`src/fpds_ram.sv`:
```
// ----------------------------------------------------------------------------
// fpds_ram
// Generic single-port-write, single-port-read RAM with registered read.
// ----------------------------------------------------------------------------
module fpds_ram #(
  parameter int WIDTH = 32,
  parameter int DEPTH = 64
) (
  input  logic                     clk,
  input  logic                     we,
  input  logic [$clog2(DEPTH)-1:0] waddr,
  input  logic [WIDTH-1:0]         wdata,
  input  logic [$clog2(DEPTH)-1:0] raddr,
  output logic [WIDTH-1:0]         rdata
);
  logic [WIDTH-1:0] mem [DEPTH];

  always_ff @(posedge clk) begin
    if (we) begin
      mem[waddr] <= wdata;
    end
    rdata <= mem[raddr];
  end
endmodule

```
`config.mk`:
```
export PLATFORM = sky130hd
export DESIGN_NAME = fpds_ram
export DESIGN_NICKNAME = d
export VERILOG_FILES = /design/src/fpds_ram.sv
export SDC_FILE = /design/constraint.sdc
export NUM_CORES = 2
export LEC_CHECK = 0
export ABC_CLOCK_PERIOD_IN_PS = 7050
export BUFFER_PORTS_ARGS = -buffer_cell sky130_fd_sc_hd__buf_4
export CELL_PAD_IN_SITES_DETAIL_PLACEMENT = 1
export CELL_PAD_IN_SITES_GLOBAL_PLACEMENT = 1
export CORE_ASPECT_RATIO = 1.75
export CORE_MARGIN = 2
export CORE_UTILIZATION = 55
export DETAILED_ROUTE_END_ITERATION = 16
export GPL_ROUTABILITY_DRIVEN = 0
export PLACE_DENSITY = 0.86
export REMOVE_ABC_BUFFERS = 1
export SLEW_MARGIN = 20
export SYNTH_ARGS = -nofsm -noshare
export SYNTH_HDL_FRONTEND = slang
export SYNTH_SLANG_ARGS = --single-unit
```
`constraint.sdc`:
```
create_clock -name clk -period 7.05 [get_ports clk]
set_input_delay 1.41 -clock clk [delete_from_list [all_inputs] [get_ports clk]]
set_output_delay 1.41 -clock clk [all_outputs]
set_load 0.05 [all_outputs]
```
== After elaboration in Yosys (flattened, before gate mapping) ==
Memories as Yosys holds them, arrays and structs flattened. A register that Yosys moved wholly into a read port is not among the register bits.
Index checks and enable logic that the tools add are counted.

* Memories kept: 1
* Output and inout port bits: 32
* Bits in writable memories: 2048
* Input port bits: 46
* Word-level logic and storage cells: 3
* Flip-flop bits (word level): 0

* Multiplexer cells: 2

{| class="wikitable"
|+ Memories
! memory !! depth !! width !! rd ports !! clocked after Yosys merged registers in !! write ports !! line !! RTL
|-
| mem || 64 || 32 || 1 || 1 || 1 || 16 || <nowiki>logic [WIDTH-1:0] mem [DEPTH];</nowiki>
|}

{| class="wikitable"
|+ Operators by type and width
! operator !! count
|-
| 1-bit two-way mux || 2
|}

== Longest topological paths before layout ==
* Depth in word-level cells: 2
* Depth in mapped cells: 10

== Worst setup path after synthesis ==
Ideal clock, no wire load.

* Kind: input to register
* Start point: input waddr[3]
* End point: memory mem[48][0], enable pin
* Slack: 2.480 ns
* Stages on the path: 4
* Arrival: 4.109 ns
* Path buffers: 1
* Required time: 6.589 ns
* Setup time: 0.461 ns
* Cell sequence: clkbuf_1 nor2b_1 nand4b_1 nor3_1

{| class="wikitable"
|+ RTL lines
! element !! line !! RTL
|-
| start: declaration || 11 || <nowiki>input logic [$clog2(DEPTH)-1:0] waddr,</nowiki>
|-
| end: declaration || 16 ||
|}

No word-level cell before the write port.

==> metrics.json <==
{
  "status": {
    "status": "finished, final reports clean"
  },
  "power": {
    "power.density_cell_area_mw_per_mm2": 288.0,
    "cellLeakagePower_nw": 27.09,
    "p_total_w": 0.02525,
    "worst_supply_voltage_drop_on_vdd_mv": 0.2006
  },
  "global_routing": {
    "gr-total-overflow": 0,
    "grt.total_usage": 0.3408,
    "grt_max_degree": 92,
    "grt_first_pass_wirelength_mm": 337.1,
    "antenna_found_initial": 20,
    "grt_pass1_vias": 41419
  },
  "worst_hold_path": {
    "hold_path_startpoint": "mem[36][26]$_DFFE_PP_",
    "hold-path-endpoint": "rdata[26]$_DFF_P_",
    "hold_path.class": "reg2reg",
    "hold-path-cell-count": 4
  },
  "clock_tree": {
    "cts.repair.resized": 0,
    "numCtsBuffers": 168,
    "tritoncts": "built",
    "clk-insertion-delay-late_ps": 810,
    "clk_path_buf_depth": 3,
    "cts_setup_buffers": 0,
    "htreeDepth": 4,
    "cts_root_buffer": "clkbuf_16",
    "clock-sinks": 2080,
    "cts.hold.buffers_added": 0,
    "clk_pin_slew_worst_paths_ps": 70
  },
  "sta": {
    "worst_slew_pin_slew_ps": 1313,
    "min_period_over_period": 0.6313,
    "max_freq_mhz": 224.7,
    "layout_min_cycle_time_ps": 4451,
    "worst_rel_slew_slack": 0.1187,
    "finalClockSkew_ps": 29.62,
    "setup-tns-final_ps": 0,
    "report.final.slew_viol_count": 0,
    "hold-worst-slack_ps": 993.6,
    "timing.final.setup_violations": 0,
    "rsz0062_at_grt": "no",
    "timing_hold_violations_final": 0
  },
  "finish": {
    "finish.net_count": 3540,
    "final_layout_size_suffix_gt1_frac": 0.2926,
    "fin_cells": 5486,
    "synthesis_to_finish_area_growth_pct": 11.65,
    "final_cell_mix": "edfxtp_1, mux4_2, clkbuf_16, buf_4, mux2i_1",
    "layout_commonest_cell": "edfxtp_1"
  },
  "floorplan": {
    "die_h_um": 503.8,
    "io_pins": 78,
    "initial_utilization": 0.5531,
    "core-area_mm2": 0.1420,
    "rows": 183,
    "floorplan.die_area_mm2": 0.1459,
    "x_dimension_of_the_die_um": 289.6
  },
  "critical_path": {
    "regToRegSetupSlack_ps": 4450,
    "startpoint_type_of_the_worst_setup_path": "input port",
    "critPathCaptureType": "register",
    "worst_r2r_path_depth": 5,
    "crit_required_ps": 7770,
    "rr_endpoint": "rdata[20]$_DFF_P_",
    "timing.critical_path.arrival_ps": 5170,
    "critPathKind": "in2reg",
    "worst-path-max-fanout": 74,
    "crit-reg2reg-launch": "mem[26][20]$_DFFE_PP_"
  },
  "logic_synthesis": {
    "postSynthCellCount": 3324,
    "postSynthAreaPerCell_um2": 23.62,
    "synth_area_leaders": "edfxtp_1, mux4_2, mux2i_1",
    "synth_area_mm2": 0.07852,
    "yosysTopAreaCell": "edfxtp_1",
    "synth_warnings": 0,
    "yosys.cell_types.count": 34,
    "seq_area_frac_synth": 0.7914,
    "post-synth-top-area-fraction": 0.7833,
    "ys_ff_latch": 2080
  },
  "placed_design": {
    "port_buffer_count": 77,
    "place.detailed.instances": 5174,
    "detailed_place_hpwl_mm": 124.1
  },
  "route": {
    "via_per_inst": 7.244,
    "via_count": 39740,
    "drt-wirelength-per-cell_um": 44.06,
    "drt-total-wl_mm": 241.7,
    "count_of_unresolved_drc_violations_after_routing": 0,
    "detail-route-antenna-nets": 0,
    "initialDrtViolationCount": 6578,
    "drt_pre_antenna_iters": 5
  },
  "job": {
    "cap_viol_max_count": 0
  }
}
==> metal layers <==
metal | part of all wire | GRT usage | routed length, um | up-vias
met2 | 0.49 | 0.5368 | 119000 | 3586
met4 | 0.089 | 0.2570 | 21590 | 14
li1 | - | - | - | 14541
met3 | 0.11 | 0.06587 | 26540 | 876
met1 | 0.31 | 0.4195 | 74510 | 20723
met5 | 0.00033 | 0 | 80 | -
==> how the worst max path moves through the flow <==
stage	startpoint	cells past startpoint	end	slack [ps]
after floorplan	we	3	mem[48][0]$_DFFE_PP_	2630
after global placement	raddr[3]	6	rdata[27]$_DFF_P_	2070
after detailed placement	raddr[1]	8	rdata[27]$_DFF_P_	2180
after CTS	raddr[1]	8	rdata[27]$_DFF_P_	2960
after global routing	raddr[1]	8	rdata[10]$_DFF_P_	2610
final	raddr[1]	8	rdata[10]$_DFF_P_	2600
==> critical path, stage by stage <==
cell and delay, ps:
buf_8 500, buf_4 510, buf_4 590, mux4_2 410, o221ai_1 150, a21oi_1 990
a21oi_1 240, nor2_1 240
==> cells by family (layout without fill, tap and decap cells) <==
logic type             count (synthesis)  after routing  share of synthesized area
other                                  0             10                          0
buffers and inverters                182            484                    0.01128
DFF                                 2080           2080                     0.7914
and+or+nand+nor                      223            223                    0.01265
muxes                                637            637                     0.1679
AOI/OAI and AO/OA                    202            202                    0.01673
==> power breakdown <==
part           internal [W]  switching [W]
combinational      0.000471        0.00103
clock               0.00547        0.00452
sequential           0.0137      0.0000791
==> per-stage QoR <==
stage	util	instance area (um^2)	setup slack, ps
5_1_grt	0.6174	87640	2615
6_report	0.6175	87660	2599
2_1_floorplan	-	77630	2632
3_5_place_dp	0.5774	81970	2179
4_1_cts	0.6173	87630	2960
3_3_place_gp	0.5773	81960	2070
==> sequential cells by signal, summed over array words and instances (netlist names) <==
register / count
mem: 2048
rdata: 32
==> final cells by class <==
cell class,instances,area [um^2]
multi-input combinational,1062,15980
sequential,2080,62140
tap,1850,2315
clock buffer,213,4581
timing repair buffer,182,1539
clock inverter,89,1081
fill,11203,54300
antenna,10,25.02
==> cells in the mapped netlist, drive strengths merged <==
library cell	n
and3	4
nor2	137
nand3b	5
nand4	2
a21oi	62
nand3	5
o22ai	84
edfxtp	2048
o32ai	4
clkbuf	74
nand2	26
a41o	4
a31oi	1
nand2b	8
a22oi	12
nand4b	1
buf	108
nor3	7
dfxtp	32
a311oi	8
or2	3
nor2b	15
or3b	5
o221ai	27
mux4	544
mux2i	93
or3	3
and2	2
Power figures use the tool's default switching activity.
