`src/fpds_pkg.sv`:
```
// ----------------------------------------------------------------------------
// fpds_pkg
// Types and constants for the fieldbus point decoder and scaler.
// ----------------------------------------------------------------------------
package fpds_pkg;

  localparam logic REQ_CONVERT = 1'b0;
  localparam logic REQ_LOAD    = 1'b1;

  localparam logic [4:0] DT_BITS      = 5'd0;
  localparam logic [4:0] DT_U16_AB    = 5'd1;
  localparam logic [4:0] DT_S16_AB    = 5'd2;
  localparam logic [4:0] DT_U16_BA    = 5'd3;
  localparam logic [4:0] DT_S16_BA    = 5'd4;
  localparam logic [4:0] DT_U32_ABCD  = 5'd5;
  localparam logic [4:0] DT_S32_ABCD  = 5'd6;
  localparam logic [4:0] DT_U32_BADC  = 5'd7;
  localparam logic [4:0] DT_S32_BADC  = 5'd8;
  localparam logic [4:0] DT_U32_CDAB  = 5'd9;
  localparam logic [4:0] DT_S32_CDAB  = 5'd10;
  localparam logic [4:0] DT_U32_DCBA  = 5'd11;
  localparam logic [4:0] DT_S32_DCBA  = 5'd12;
  localparam logic [4:0] DT_ENUM      = 5'd17;
  localparam logic [4:0] DT_BITS_ENUM = 5'd18;

  localparam logic [1:0] ST_U16 = 2'd0;
  localparam logic [1:0] ST_S16 = 2'd1;
  localparam logic [1:0] ST_U32 = 2'd2;
  localparam logic [1:0] ST_S32 = 2'd3;

  typedef struct packed {
    logic               req_type;
    logic        [63:0] data_bytes;
    logic        [2:0]  byte_offset;
    logic        [4:0]  data_type;
    logic        [3:0]  field_msb;
    logic        [3:0]  field_lsb;
    logic signed [31:0] scale_factor;
    logic signed [47:0] offset_value;
    logic        [1:0]  store_type;
    logic        [8:0]  word_index;
    logic        [5:0]  enum_base;
    logic        [4:0]  enum_count;
  } in_req_t;

  typedef struct packed {
    logic [8:0]  out_index;
    logic [15:0] word_value;
    logic        last_word;
  } out_req_t;

  typedef enum logic [2:0] {
    S_IDLE, S_EREQ, S_EWAIT, S_ECMP, S_MUL, S_SUM, S_OUT_HI, S_OUT_LO
  } state_t;

  function automatic logic [15:0] bit_field(input logic [15:0] src,
                                            input logic [3:0] msb,
                                            input logic [3:0] lsb);
    logic [15:0] sh;
    logic [15:0] mask;
    sh   = src >> lsb;
    mask = 16'hffff >> (4'd15 - (msb - lsb));
    bit_field = (lsb > msb) ? 16'd0 : (sh & mask);
  endfunction

endpackage

```
`src/fpds_decode.sv`:
```
// ----------------------------------------------------------------------------
// fpds_decode
// Byte-order and bit-field decode of the point's raw bytes.
// ----------------------------------------------------------------------------
module fpds_decode (
  input  logic [63:0]        data_bytes,
  input  logic [2:0]         byte_offset,
  input  logic [4:0]         data_type,
  input  logic [3:0]         field_msb,
  input  logic [3:0]         field_lsb,
  input  logic               bus_kind,
  output logic signed [32:0] value,
  output logic               is_enum,
  output logic [15:0]        enum_key,
  output logic               known
);
  import fpds_pkg::*;

  logic [127:0] ext;
  logic [7:0]   a, b, c, d;
  logic [15:0]  w16;
  logic [31:0]  w32;
  logic [3:0]   msb8;

  assign ext  = {64'd0, data_bytes} >> {byte_offset, 3'b000};
  assign a    = ext[7:0];
  assign b    = ext[15:8];
  assign c    = ext[23:16];
  assign d    = ext[31:24];
  assign w16  = {a, b};
  assign msb8 = (field_msb > 4'd7) ? 4'd7 : field_msb;

  always_comb begin
    value    = '0;
    is_enum  = 1'b0;
    enum_key = '0;
    known    = 1'b1;
    w32      = '0;
    case (data_type)
      DT_BITS:   value = {17'd0, bit_field({8'd0, a}, msb8, field_lsb)};
      DT_U16_AB: value = {17'd0, w16};
      DT_S16_AB: value = {{17{w16[15]}}, w16};
      DT_U16_BA: value = {17'd0, b, a};
      DT_S16_BA: value = {{17{b[7]}}, b, a};
      DT_U32_ABCD, DT_S32_ABCD, DT_U32_BADC, DT_S32_BADC,
      DT_U32_CDAB, DT_S32_CDAB, DT_U32_DCBA, DT_S32_DCBA: begin
        if (data_type inside {DT_U32_ABCD, DT_S32_ABCD}) begin
          w32 = {a, b, c, d};
        end else if (data_type inside {DT_U32_BADC, DT_S32_BADC}) begin
          w32 = {b, a, d, c};
        end else if (data_type inside {DT_U32_CDAB, DT_S32_CDAB}) begin
          w32 = {c, d, a, b};
        end else begin
          w32 = {d, c, b, a};
        end
        value = {~data_type[0] & w32[31], w32};
      end
      DT_ENUM: begin
        is_enum  = 1'b1;
        enum_key = bus_kind ? {8'd0, a} : w16;
      end
      DT_BITS_ENUM: begin
        is_enum  = 1'b1;
        enum_key = bus_kind ? bit_field({8'd0, a}, msb8, field_lsb)
                            : bit_field(w16, field_msb, field_lsb);
      end
      default: known = 1'b0;
    endcase
  end
endmodule

```
`config.mk`:
```
export PLATFORM = sky130hd
export DESIGN_NAME = fpds_decode
export DESIGN_NICKNAME = d
export VERILOG_FILES = /design/src/fpds_pkg.sv /design/src/fpds_decode.sv
export SDC_FILE = /design/constraint.sdc
export NUM_CORES = 1
export LEC_CHECK = 0
export ABC_AREA = 1
export BUFFER_PORTS_ARGS = -buffer_cell sky130_fd_sc_hd__buf_4
export CAP_MARGIN = 20
export CORE_ASPECT_RATIO = 0.8
export CORE_MARGIN = 5
export CORE_UTILIZATION = 45
export DETAILED_ROUTE_END_ITERATION = 7
export MAX_ROUTING_LAYER = met4
export PLACE_DENSITY = 0.74
export SYNTH_ARGS = -nofsm -noshare
export SYNTH_HDL_FRONTEND = slang
export SYNTH_SLANG_ARGS = --single-unit
```
`constraint.sdc`:
```
create_clock -name vclk -period 4.8
set_input_delay 0.24 -clock vclk [all_inputs]
set_output_delay 0.24 -clock vclk [all_outputs]
set_load 0.02 [all_outputs]
```
== After elaboration in Yosys (flattened, before gate mapping) ==
Index checks and enable logic that the tools add are counted.
Operators by class
  shift operators: 5
  add/subtract/negate cells: 4
  reduce and logical (&&, ||, !) cells: 7
  div/mod/pow operators: 0
  bitwise gates (word level): 4
  equality and inequality tests: 14
  multipliers: 0
  $lt $le $gt $ge: 3
  mux-type cells: 13
Operators by type and width (number)
  33-bit one-hot mux with 6 select lines: 1
  32-bit two-way mux: 4
  16-bit two-way mux: 4
  64-bit by 6-bit >> shifter with 32-bit output: 1
  16-bit AND: 2
  16-bit one-hot mux with 2 select lines: 1
  16-bit by 4-bit >> shifter with 16-bit output (first input constant): 2
  5-bit by 4-bit equality test with 1-bit output (second input constant): 5
  5-bit by 3-bit equality test with 1-bit output (second input constant): 4
  16-bit by 4-bit >> shifter with 16-bit output: 1
  8-bit by 4-bit >> shifter with 16-bit output: 1
  15-bit OR reduction: 1
  5-bit by 2-bit equality test with 1-bit output (second input constant): 2
  5-bit equality test (second input constant): 2
  4-bit greater-than comparator: 2
  8-bit OR reduction: 1
  4-bit subtractor: 2
  4-bit subtractor (first input constant): 2
  2-bit nonzero test: 3
  5-bit by 1-bit equality test with 1-bit output (second input constant): 1
  5-bit zero test: 1
  4-bit by 3-bit greater-than comparator with 1-bit output (second input constant): 1
  4-bit two-way mux: 1
  1-bit two-way mux: 2
  other kinds (3): 3
Storage, ports and cells
  ROM bits: 0
  memories: 0
  register bits after elaboration: 0
  word-level logic and storage cells: 50
  memory bits (writable): 0
  output and inout port bits: 51
  bits in latches: 0
  bits of input ports: 81

== Longest topological paths before layout ==
Gate-level depths: netlist of the first run.
  depth after elaboration: 9
  mapped depth: 16
  gate-level depth less buffers: 15

== Least setup slack after synthesis of the first run ==
Ideal clock, no wire load.
  path type: input to output
  from: input port field_lsb[0]
  to: output port value[6]
  data required time: 4.560 ns
  setup slack: 2.389 ns
  buffers on the path: 1
  stages on the path: 9
  arrival: 2.171 ns
  cells stage by stage: clkinv_1 -> clkbuf_1 -> ha_1 -> nand2_1 -> o21ai_0 -> nand2_1 -> nor2_1 -> nand3_1 -> o21ai_0
Between the ends
  word-level cells in the longest chain between the ends: 6
  elaborated cells between the ends (all ways): 8
  classes of those cells: add/sub (2); order compare (1); shift (2); mux (2); bitwise (1)
Ends and longest elaborated chain
  start: declaration: RTL line fpds_decode.sv:10  | input logic [3:0] field_lsb,
  4-bit subtractor (2 in a row): RTL line fpds_pkg.sv:62  | mask = 16'hffff >> (4'd15 - (msb - lsb));
  16-bit by 4-bit >> shifter with 16-bit output: RTL line fpds_pkg.sv:62
  16-bit AND: RTL line fpds_pkg.sv:63  | bit_field = (lsb > msb) ? 16'd0 : (sh & mask);
  16-bit two-way mux *: RTL line fpds_pkg.sv:63
  33-bit one-hot mux with 6 select lines *: RTL line fpds_decode.sv:39  | case (data_type)
  end: declaration: RTL line fpds_decode.sv:12  | output logic signed [32:0] value,
Mark *: on every way between the ends. The rest lies on a longest branch, timed or not.

== Worst setup path in the final report of the first run ==
  from: input port data_type[3]
  to: output port value[6]
Between the ends
  word-level cells in the longest chain between the ends: 7
  elaborated cells between the ends (all ways): 22
  classes of those cells: eq/ne (12); mux (5); reduce/logical (5)
Ends and longest elaborated chain
  start: declaration: RTL line fpds_decode.sv:8  | input logic [4:0] data_type,
  5-bit by 4-bit equality test with 1-bit output: RTL line fpds_decode.sv:39, fpds_decode.sv:51
  2-bit nonzero test: RTL line fpds_decode.sv:51  | end else if (data_type inside {DT_U32_CDAB, DT_S32_CDAB}) begin
  32-bit two-way mux: RTL line fpds_decode.sv:51
  32-bit two-way mux: RTL line fpds_decode.sv:49  | end else if (data_type inside {DT_U32_BADC, DT_S32_BADC}) begin
  32-bit two-way mux: RTL line fpds_decode.sv:47  | if (data_type inside {DT_U32_ABCD, DT_S32_ABCD}) begin
  32-bit two-way mux: RTL line fpds_decode.sv:39
  33-bit one-hot mux with 6 select lines *: RTL line fpds_decode.sv:39
Mark *: on every way between the ends. The rest lies on a longest branch, timed or not. The select of a mux whose other input is x is not followed.

==> flow_metrics.py, run 1 <==
metrics = {
    "power_and_ir_drop": {
        "ir_drop_mv": 0.0640,
        "power_leakage_nw": 2.76,
        "p_sw_frac": 0.661,
        "total_power_mw": 0.626,
        "pwr-share-seq": 0,
        "clockPowerShare": 0,
        "pwr-share-comb": 1.000,
        "p_switching_mw": 0.414,
        "internal-power_mw": 0.212,
        "power_density_mw_per_mm2": 117,
    },
    "timing": {
        "final_max_slew_viol_count": 0,
        "relSlewSlack": 0.359,
        "fin_tns_setup_ns": 0,
        "max_freq_mhz": 299,
        "report.final.setup_viol": 0,
        "hold_viol": 0,
        "rsz0062_at_grt": "false",
        "period_minus_slack_ns": 3.35,
        "finalCritPeriodShare": 0.697,
        "worst_slew_pin_slew_ns": 0.960,
    },
    "floorplanning": {
        "die_h_um": 99.5,
        "core-area_mm2": 0.00969,
        "fp.dieArea_mm2": 0.0121,
        "rows": 32,
        "boundaryPins": 132,
        "start_util": 0.464,
        "chipWidth_um": 122,
    },
    "yosys": {
        "yosysSeqAreaShare": 0,
        "synth_xor_area_frac": 0.00389,
        "syn_area_per_cell_um2": 4.91,
        "synth_compound_area_frac": 0.239,
        "syn_nets": 1010,
        "synth_mux_area_frac": 0,
        "yosysWarnings": 0,
        "synth.top_cell.area_share": 0.285,
        "synth.distinct_cells": 45,
        "synth_area_leaders": "nand2_1 29%, nand3_1 19%, inv_1 6.1%",
        "synth-simple-area-share": 0.570,
        "synth_top_family_by_area": "simple AND/OR/NAND/NOR gates",
        "synthAdderAreaFrac": 0.0367,
        "synth_top_cell_by_area": "nand2_1",
        "netlist_area_mm2": 0.00450,
        "netlist_instances": 917,
    },
    "layout": {
        "regArea_um2": 0,
        "flops_and_latches": 0,
        "n_antenna_cell": 0,
        "final_area_mm2": 0.00536,
        "final_layout_size_suffix_gt1_frac": 0.174,
        "clockBufferCount": 0,
        "area_growth_pct": 19.1,
        "nets": 1094,
    },
    "drt": {
        "wl_per_cell_um": 16.5,
        "drtPass1Iterations": 6,
        "drc": 0,
        "vias_per_cell": 6.04,
        "via_count": 6860,
        "antenna_left": 0,
        "wl_um": 18700,
        "drt_iter0_markers": 1156,
    },
    "global_routing": {
        "grt.busiest_layer": "met2",
        "use_met3": 0.0625,
        "grt_pass1_wl_um": 28800,
        "antenna_found_initial": 0,
        "grt_util_all_layers": 0.291,
        "globalRouteMet2Util": 0.455,
        "grt_pass1_vias": 5852,
        "grt_max_degree": 65,
        "overflow": 0,
        "use_met1": 0.387,
    },
    "worst_setup_path": {
        "worstPathCellList": "buf_4 > inv_1 > nor2_1 > nand3_1 > nand2_1 > inv_2 > nand2_2 > nor2_4 > nand2_1 > a31oi_1 > o21ai_0 > buf_4",
        "cp-end-kind": "output port",
        "worst-endpoint-arrival_ns": 3.11,
        "cp_top_family": "simple AND/OR/NAND/NOR gates",
        "critPathBufInv": 4,
        "worstSetupPathType": "input pin to output port",
        "cpMaxStageDelayCell": "nand2_1",
        "required_ns": 4.56,
        "crit_fanout": 20,
        "start_kind": "input pin",
        "max_stage_delay_ns": 0.45,
    },
    "place": {
        "io_buffers": 132,
        "hpwl_um": 14500,
        "gp_congestion": 1.07,
        "dpl-instance-area_mm2": 0.00536,
    },
    "clocking": {
        "postCtsHoldBufs": 0,
        "cts_setup_buffers": 0,
        "ctsResizeCount": 0,
    },
    "outcome": {
        "run_status": "completed",
    },
    "min_path": {
        "hp-class": "input pin to output port",
    },
    "flow_run": {
        "max-cap-violations": 0,
    },
}
## worst min-delay path, stage by stage
cell and delay (ns):
buf_4 0.11, a21oi_1 0.04, buf_4 0.15
## through the flow
step,setup slack [ns],std cells,util,hold slack (ns)
final,1.45,1135,0.553,0.773
after global routing,1.33,1135,0.553,0.792
after CTS,1.64,1135,0.553,0.773
after detailed placement,1.65,1135,0.553,0.772
after global placement,1.68,1135,0.553,0.770
after floorplan,2.39,917,-,0.557
## final cells by class
class / count / area (um^2)
fillers: 1081 / 4330
inverters: 93 / 349
multi-input cells: 771 / 3830
well taps: 136 / 170
repair buffers: 135 / 1010
## final timing paths
| path | slack (ns) | endpoint | startpoint | depth (start not counted) |
|---|---|---|---|---|
| worst max-delay path | 1.45 | value[6] | data_type[3] | 12 |
| worst min-delay path | 0.77 | value[32] | data_type[0] | 3 |
## power by group through the flow
stage / Sequential [mW] / Combinational (mW) / Clock (mW)
final: 0 / 0.626 / 0
after floorplan: 0 / 0.409 / 0
after detailed placement: 0 / 0.606 / 0
after CTS: 0 / 0.608 / 0
after global placement: 0 / 0.604 / 0
after global routing: 0 / 0.680 / 0
## per-layer routing
layer | part of all wire | wire length [um]
met1 | 0.41 | 7690
met4 | 0.023 | 434
met3 | 0.13 | 2370
met5 | 0 | 0
met2 | 0.44 | 8230
## cells by family after synthesis
group | Yosys count
and+or+nand+nor | 590
AOI/OAI and AO/OA | 166
buffers and inverters | 146
adders and majority gates | 12
xor gates and xnor gates | 2
other | 1
## cell usage after synthesis (13+ instances only)
library cell and count:
a21oi_1 34, buf_2 14, buf_4 13, clkbuf_1 15
inv_1 73, inv_2 16, nand2_1 342, nand3_1 170
nand4_1 18, nor2_1 34, o211ai_1 35, o21ai_0 29
o221ai_1 13, o22ai_1 20
## placed cells by master, fill, tap and decap left out, types with 9 or more instances in the layout
| cell | synthesis | layout |
|---|---|---|
| o2111ai_1 | 9 | 9 |
| nor2_1 | 34 | 34 |
| ha_1 | 10 | 10 |
| o211ai_1 | 35 | 35 |
| nand4_1 | 18 | 18 |
| buf_4 | 13 | 135 |
| nand2_1 | 342 | 342 |
| a21oi_1 | 34 | 34 |
| inv_1 | 73 | 73 |
| inv_2 | 16 | 16 |
| o221ai_1 | 13 | 13 |
| o21ai_0 | 29 | 29 |
| o22ai_1 | 20 | 20 |
| o21ai_1 | 10 | 10 |
| nand3_1 | 170 | 170 |
(Power assumes the default switching activity.)
==> run 2: changes to the inputs <==
--- a/config.mk
+++ b/config.mk
@@ -5,7 +5,7 @@
 export SDC_FILE = /design/constraint.sdc
 export NUM_CORES = 1
 export LEC_CHECK = 0
-export ABC_AREA = 1
+export ABC_AREA = 0
 export BUFFER_PORTS_ARGS = -buffer_cell sky130_fd_sc_hd__buf_4
 export CAP_MARGIN = 20
 export CORE_ASPECT_RATIO = 0.8
==> constraint.sdc (replaced) <==
create_clock -name vclk -period 3.4
set_input_delay 0.17 -clock vclk [all_inputs]
set_output_delay 0.17 -clock vclk [all_outputs]
set_load 0.02 [all_outputs]
==> run 2 against run 1 <==
Effect of this change:
- largest power group unchanged
- critical path depth fell by 3
- routed wire length rose by 5.4%
- first-iteration DRC count is 20% lower
- count of clock-buffer cells in the layout stayed put
- power increased by 60%
- synthesized area is 2.7% lower
- sequential cell count unchanged
==> flow_metrics.py, run 2 <==
metrics = {
    "timing": {
        "worst_slew_pin_slew_ns": 0.949,
        "hold_viol": 0,
        "report.final.setup_viol": 0,
        "final_max_slew_viol_count": 0,
        "period_minus_slack_ns": 3.17,
        "rsz0062_at_grt": "false",
        "finalCritPeriodShare": 0.931,
        "relSlewSlack": 0.365,
        "fin_tns_setup_ns": 0,
        "max_freq_mhz": 316,
    },
    "drt": {
        "wl_met1_um": 8050,
        "via_count": 5986,
        "vias_per_cell": 7.14,
        "met2_length_um": 8890,
        "drtPass1Iterations": 6,
        "drc": 0,
        "wl_met3_um": 2070,
        "wl_per_cell_um": 23.5,
        "antenna_left": 0,
        "drt_iter0_markers": 927,
        "top_layer": "met4",
        "wl_um": 19700,
    },
    "power_and_ir_drop": {
        "clockPowerShare": 0,
        "ir_drop_mv": 0.118,
        "p_switching_mw": 0.592,
        "internal-power_mw": 0.409,
        "p_sw_frac": 0.591,
        "pwr-share-seq": 0,
        "power_leakage_nw": 2.41,
        "power_density_mw_per_mm2": 182,
        "pwr-share-comb": 1.000,
        "total_power_mw": 1.00,
    },
    "yosys": {
        "synth_area_leaders": "mux2i_1 13%, mux4_2 8.7%, nand2_1 5.9%",
        "synth.top_cell.area_share": 0.130,
        "synth_top_cell_by_area": "mux2i_1",
        "yosysSeqAreaShare": 0,
        "synth_commonest_cells": "69 x nand2_1, 57 x mux2i_1, 51 x nor2_1",
        "synth_most_common_cell": "nand2_1",
        "synth.distinct_cells": 75,
        "netlist_area_mm2": 0.00438,
        "syn_area_per_cell_um2": 7.19,
        "yosysWarnings": 0,
        "netlist_instances": 609,
        "syn_nets": 702,
    },
    "global_routing": {
        "grt_util_all_layers": 0.324,
        "grt_max_degree": 40,
        "grt_pass1_wl_um": 30800,
        "overflow": 0,
        "antenna_found_initial": 0,
        "grt_pass1_vias": 5641,
    },
    "worst_setup_path": {
        "crit_fanout": 38,
        "worst-endpoint-arrival_ns": 3.00,
        "worstSetupPathType": "input pin to output port",
        "cp-end-kind": "output port",
        "required_ns": 3.23,
        "start_kind": "input pin",
    },
    "outcome": {
        "run_status": "completed",
    },
    "place": {
        "gp_congestion": 1.01,
        "hpwl_um": 15200,
        "io_buffers": 132,
        "place_inst": 838,
    },
    "clocking": {
        "cts_setup_buffers": 0,
        "postCtsHoldBufs": 0,
    },
    "layout": {
        "area_growth_pct": 25.7,
        "multi_input_area_mm2": 0.00408,
        "final_common_cell": "buf_4",
        "flops_and_latches": 0,
        "n_antenna_cell": 0,
        "nets": 814,
        "instances_no_fill": 838,
        "fin_util": 0.576,
        "clockBufferCount": 0,
        "final_layout_size_suffix_gt1_frac": 0.292,
        "n_fill_cell": 919,
        "regArea_um2": 0,
        "layout_common_cells": "162 x buf_4, 69 x nand2_1, 57 x mux2i_1",
    },
    "floorplanning": {
        "die_h_um": 98.2,
        "rows": 32,
        "boundaryPins": 132,
        "start_util": 0.458,
        "chipWidth_um": 120,
        "core-area_mm2": 0.00957,
        "fp.dieArea_mm2": 0.0118,
    },
    "min_path": {
        "hold_start": "data_type[0]",
        "hp-class": "input pin to output port",
        "holdPathStages": 3,
        "min_to": "value[32]",
    },
    "flow_run": {
        "max-cap-violations": 0,
    },
}
[run 2: timing repair]
action | 4_1_cts | 5_1_grt
gates resized for setup | 0 | 1
endpoints found under the hold margin | 0 | 0
setup endpoints to repair | 0 | 1
[run 2: final cells by class]
type / count / area share
timing repair buffer: 163 / 0.223
multi-input combinational: 542 / 0.741
inverter: 14 / 0.00954
tap: 119 / 0.0270
[run 2: kinds of logic (layout without fill, tap and decap cells)]
family                   count (synthesis)  after routing  synth area share
AO/OA/AOI/OAI                          230            230             0.369
AND/OR/NAND/NOR                        193            193             0.211
multiplexers                           100            100             0.299
buffers and inverters                   67            177            0.0700
adder cells (fa/ha/maj)                 12             12            0.0377
XOR/XNOR                                 6              6            0.0120
other                                    1              1          0.000856
[run 2: routing by layer]
metal,up-vias,GRT usage
met4,0,0.102
met1,2790,0.436
met3,87,0.0417
met2,472,0.508
li1,2637,-
met5,-,-
[run 2: metrics by stage]
| stage | hold WS, ns | setup slack [ns] | cell area, um^2 |
|---|---|---|---|
| after floorplan | 0.600 | 0.695 | 4380 |
| after global placement | 0.702 | 0.194 | 5500 |
| after detailed placement | 0.707 | 0.147 | 5500 |
| after CTS | 0.710 | 0.133 | 5500 |
| after global routing | 0.734 | 0.0789 | 5510 |
| final | 0.709 | 0.234 | 5510 |
[run 2: worst max-delay path, cell delays in order]
cell	delay (ns)
buf_6	0.31
mux4_2	0.59
mux2_2	0.36
mux2_2	0.33
mux4_2	0.54
nand4_1	0.13
a31oi_1	0.10
a311o_1	0.30
buf_4	0.16
[run 2: power by group through the flow]
| stage | combinational, mW | clock (mW) | sequential, mW |
|---|---|---|---|
| 6_report | 1.00 | 0 | 0 |
| 5_1_grt | 1.06 | 0 | 0 |
| 4_1_cts | 0.973 | 0 | 0 |
| 3_5_place_dp | 0.968 | 0 | 0 |
| 3_3_place_gp | 0.957 | 0 | 0 |
| 2_1_floorplan | 0.604 | 0 | 0 |
[run 2: worst max-delay path by stage]
stage / startpoint / end / depth (start not counted)
5_1_grt: byte_offset[2] / enum_key[1] / 9
6_report: byte_offset[0] / enum_key[1] / 9
4_1_cts: byte_offset[0] / enum_key[1] / 9
3_3_place_gp: byte_offset[0] / enum_key[1] / 9
3_5_place_dp: byte_offset[0] / enum_key[1] / 9
2_1_floorplan: byte_offset[0] / enum_key[3] / 10
==> run 3: changes to the inputs <==
--- a/config.mk
+++ b/config.mk
@@ -8,12 +8,12 @@
 export ABC_AREA = 0
 export BUFFER_PORTS_ARGS = -buffer_cell sky130_fd_sc_hd__buf_4
 export CAP_MARGIN = 20
-export CORE_ASPECT_RATIO = 0.8
+export CORE_ASPECT_RATIO = 0.7
 export CORE_MARGIN = 5
 export CORE_UTILIZATION = 45
 export DETAILED_ROUTE_END_ITERATION = 7
 export MAX_ROUTING_LAYER = met4
-export PLACE_DENSITY = 0.74
+export PLACE_DENSITY = 0.75
 export SYNTH_ARGS = -nofsm -noshare
 export SYNTH_HDL_FRONTEND = slang
 export SYNTH_SLANG_ARGS = --single-unit
==> run 3 against run 2 <==
Effect of this change:
- worst hold slack worse by 0.0036 ns
- utilization hardly changed
- non-clock buffer count is 2 higher
- power is 0.27% lower
- routed wire length is 0.73% higher
- worst setup slack worse by 0.068 ns
- cell area is 0.41% higher
==> flow_metrics.py, run 3 (same netlist as run 2, synthesis figures left out) <==
metrics = {
    "outcome": {
        "run_status": "completed",
    },
    "floorplanning": {
        "start_util": 0.456,
        "boundaryPins": 132,
        "die_h_um": 92.5,
        "core-area_mm2": 0.00961,
        "fp.dieArea_mm2": 0.0118,
        "rows": 30,
        "chipWidth_um": 128,
    },
    "drt": {
        "drt_iter0_markers": 808,
        "drtPass1Iterations": 5,
        "vias_per_cell": 6.89,
        "drc": 0,
        "via_count": 5846,
        "wl_per_cell_um": 23.4,
        "antenna_left": 0,
        "wl_um": 19900,
    },
    "min_path": {
        "hp-class": "input pin to output port",
        "hold_start": "data_type[0]",
    },
    "worst_setup_path": {
        "worstSetupPathType": "input pin to output port",
        "required_ns": 3.23,
        "worst-endpoint-arrival_ns": 3.06,
        "cp-end-kind": "output port",
        "crit_fanout": 30,
        "max_stage_delay_ns": 0.54,
        "start_kind": "input pin",
        "endpoint": "enum_key[1]",
        "startpoint": "byte_offset[0]",
        "path_common_cell": "buf_4",
        "cpMaxStageDelayCell": "mux4_2",
        "worstPathCellList": "buf_4 > buf_4 > inv_2 > mux2_2 > mux2_2 > mux4_2 > nand4_1 > a31oi_1 > a311o_1 > buf_4",
    },
    "power_and_ir_drop": {
        "ir_drop_mv": 0.102,
        "power_leakage_nw": 2.42,
        "power_density_mw_per_mm2": 181,
        "total_power_mw": 0.999,
    },
    "layout": {
        "instances_no_fill": 849,
        "nets": 816,
        "n_antenna_cell": 0,
        "area_growth_pct": 26.2,
        "clockBufferCount": 0,
        "final_area_mm2": 0.00553,
        "final_common_cell": "buf_4",
        "flops_and_latches": 0,
        "regArea_um2": 0,
        "fin_util": 0.576,
        "final_layout_size_suffix_gt1_frac": 0.294,
        "layout_common_cells": "165 x buf_4, 69 x nand2_1, 57 x mux2i_1",
    },
    "global_routing": {
        "use_met3": 0.0421,
        "globalRouteMet2Util": 0.469,
        "grt.busiest_layer": "met1",
        "antenna_found_initial": 0,
        "grt_util_all_layers": 0.333,
        "grt_pass1_vias": 5621,
        "grt_pass1_wl_um": 31200,
        "grt_max_degree": 40,
        "overflow": 0,
        "use_met1": 0.501,
    },
    "place": {
        "place_inst": 849,
        "dpl_worst_slack_ns": 0.197,
        "io_buffers": 132,
        "gp_congestion": 1.02,
        "dpl-instance-area_mm2": 0.00553,
        "hpwl_um": 16000,
    },
    "timing": {
        "rsz0062_at_grt": "false",
        "fin_tns_setup_ns": 0,
        "whs_ns": 0.705,
        "setup_ws_ns": 0.165,
        "report.final.setup_viol": 0,
        "max_freq_mhz": 309,
        "period_minus_slack_ns": 3.23,
        "worst_slew_pin_slew_ns": 1.01,
        "final_max_slew_viol_count": 0,
        "finalCritPeriodShare": 0.951,
        "hold_viol": 0,
        "relSlewSlack": 0.326,
    },
    "flow_run": {
        "max-cap-violations": 0,
    },
    "clocking": {
        "cts_setup_buffers": 0,
        "ctsResizeCount": 0,
        "postCtsHoldBufs": 0,
    },
}
[run 3: how the worst min path moves through the flow]
stage / end / slack [ns] / depth (start not counted)
2_1_floorplan: is_enum / 0.60 / 3
3_3_place_gp: value[32] / 0.70 / 3
3_5_place_dp: value[32] / 0.70 / 3
4_1_cts: value[32] / 0.70 / 3
5_1_grt: value[32] / 0.73 / 3
6_report: value[32] / 0.71 / 3
[run 3: routing by layer]
metal  vias up  part of all wire
li1       2645                 -
met1      2768              0.45
met2       392              0.41
met3        41              0.11
met4         0             0.026
met5         -                 0
[run 3: power by group]
| part | internal [mW] | total [mW] | leakage [nW] | switching (mW) |
|---|---|---|---|---|
| combinational | 0.412 | 0.999 | 2.42 | 0.586 |
| sequential | 0 | 0 | 0 | 0 |
| clock | 0 | 0 | 0 | 0 |
[run 3: worst max-delay path, delay by kind of cell]
kind,cells,cell delay (ns)
and+or+nand+nor,1,0.13
buffers and inverters,4,1.06
AOI/OAI and AO/OA,2,0.38
muxes,3,1.28
[run 3: layout make-up]
class,count,area [um^2]
tap,128,160
timing repair buffer,165,1240
multi-input combinational,542,4080
fill,953,4080
inverter,14,52.6
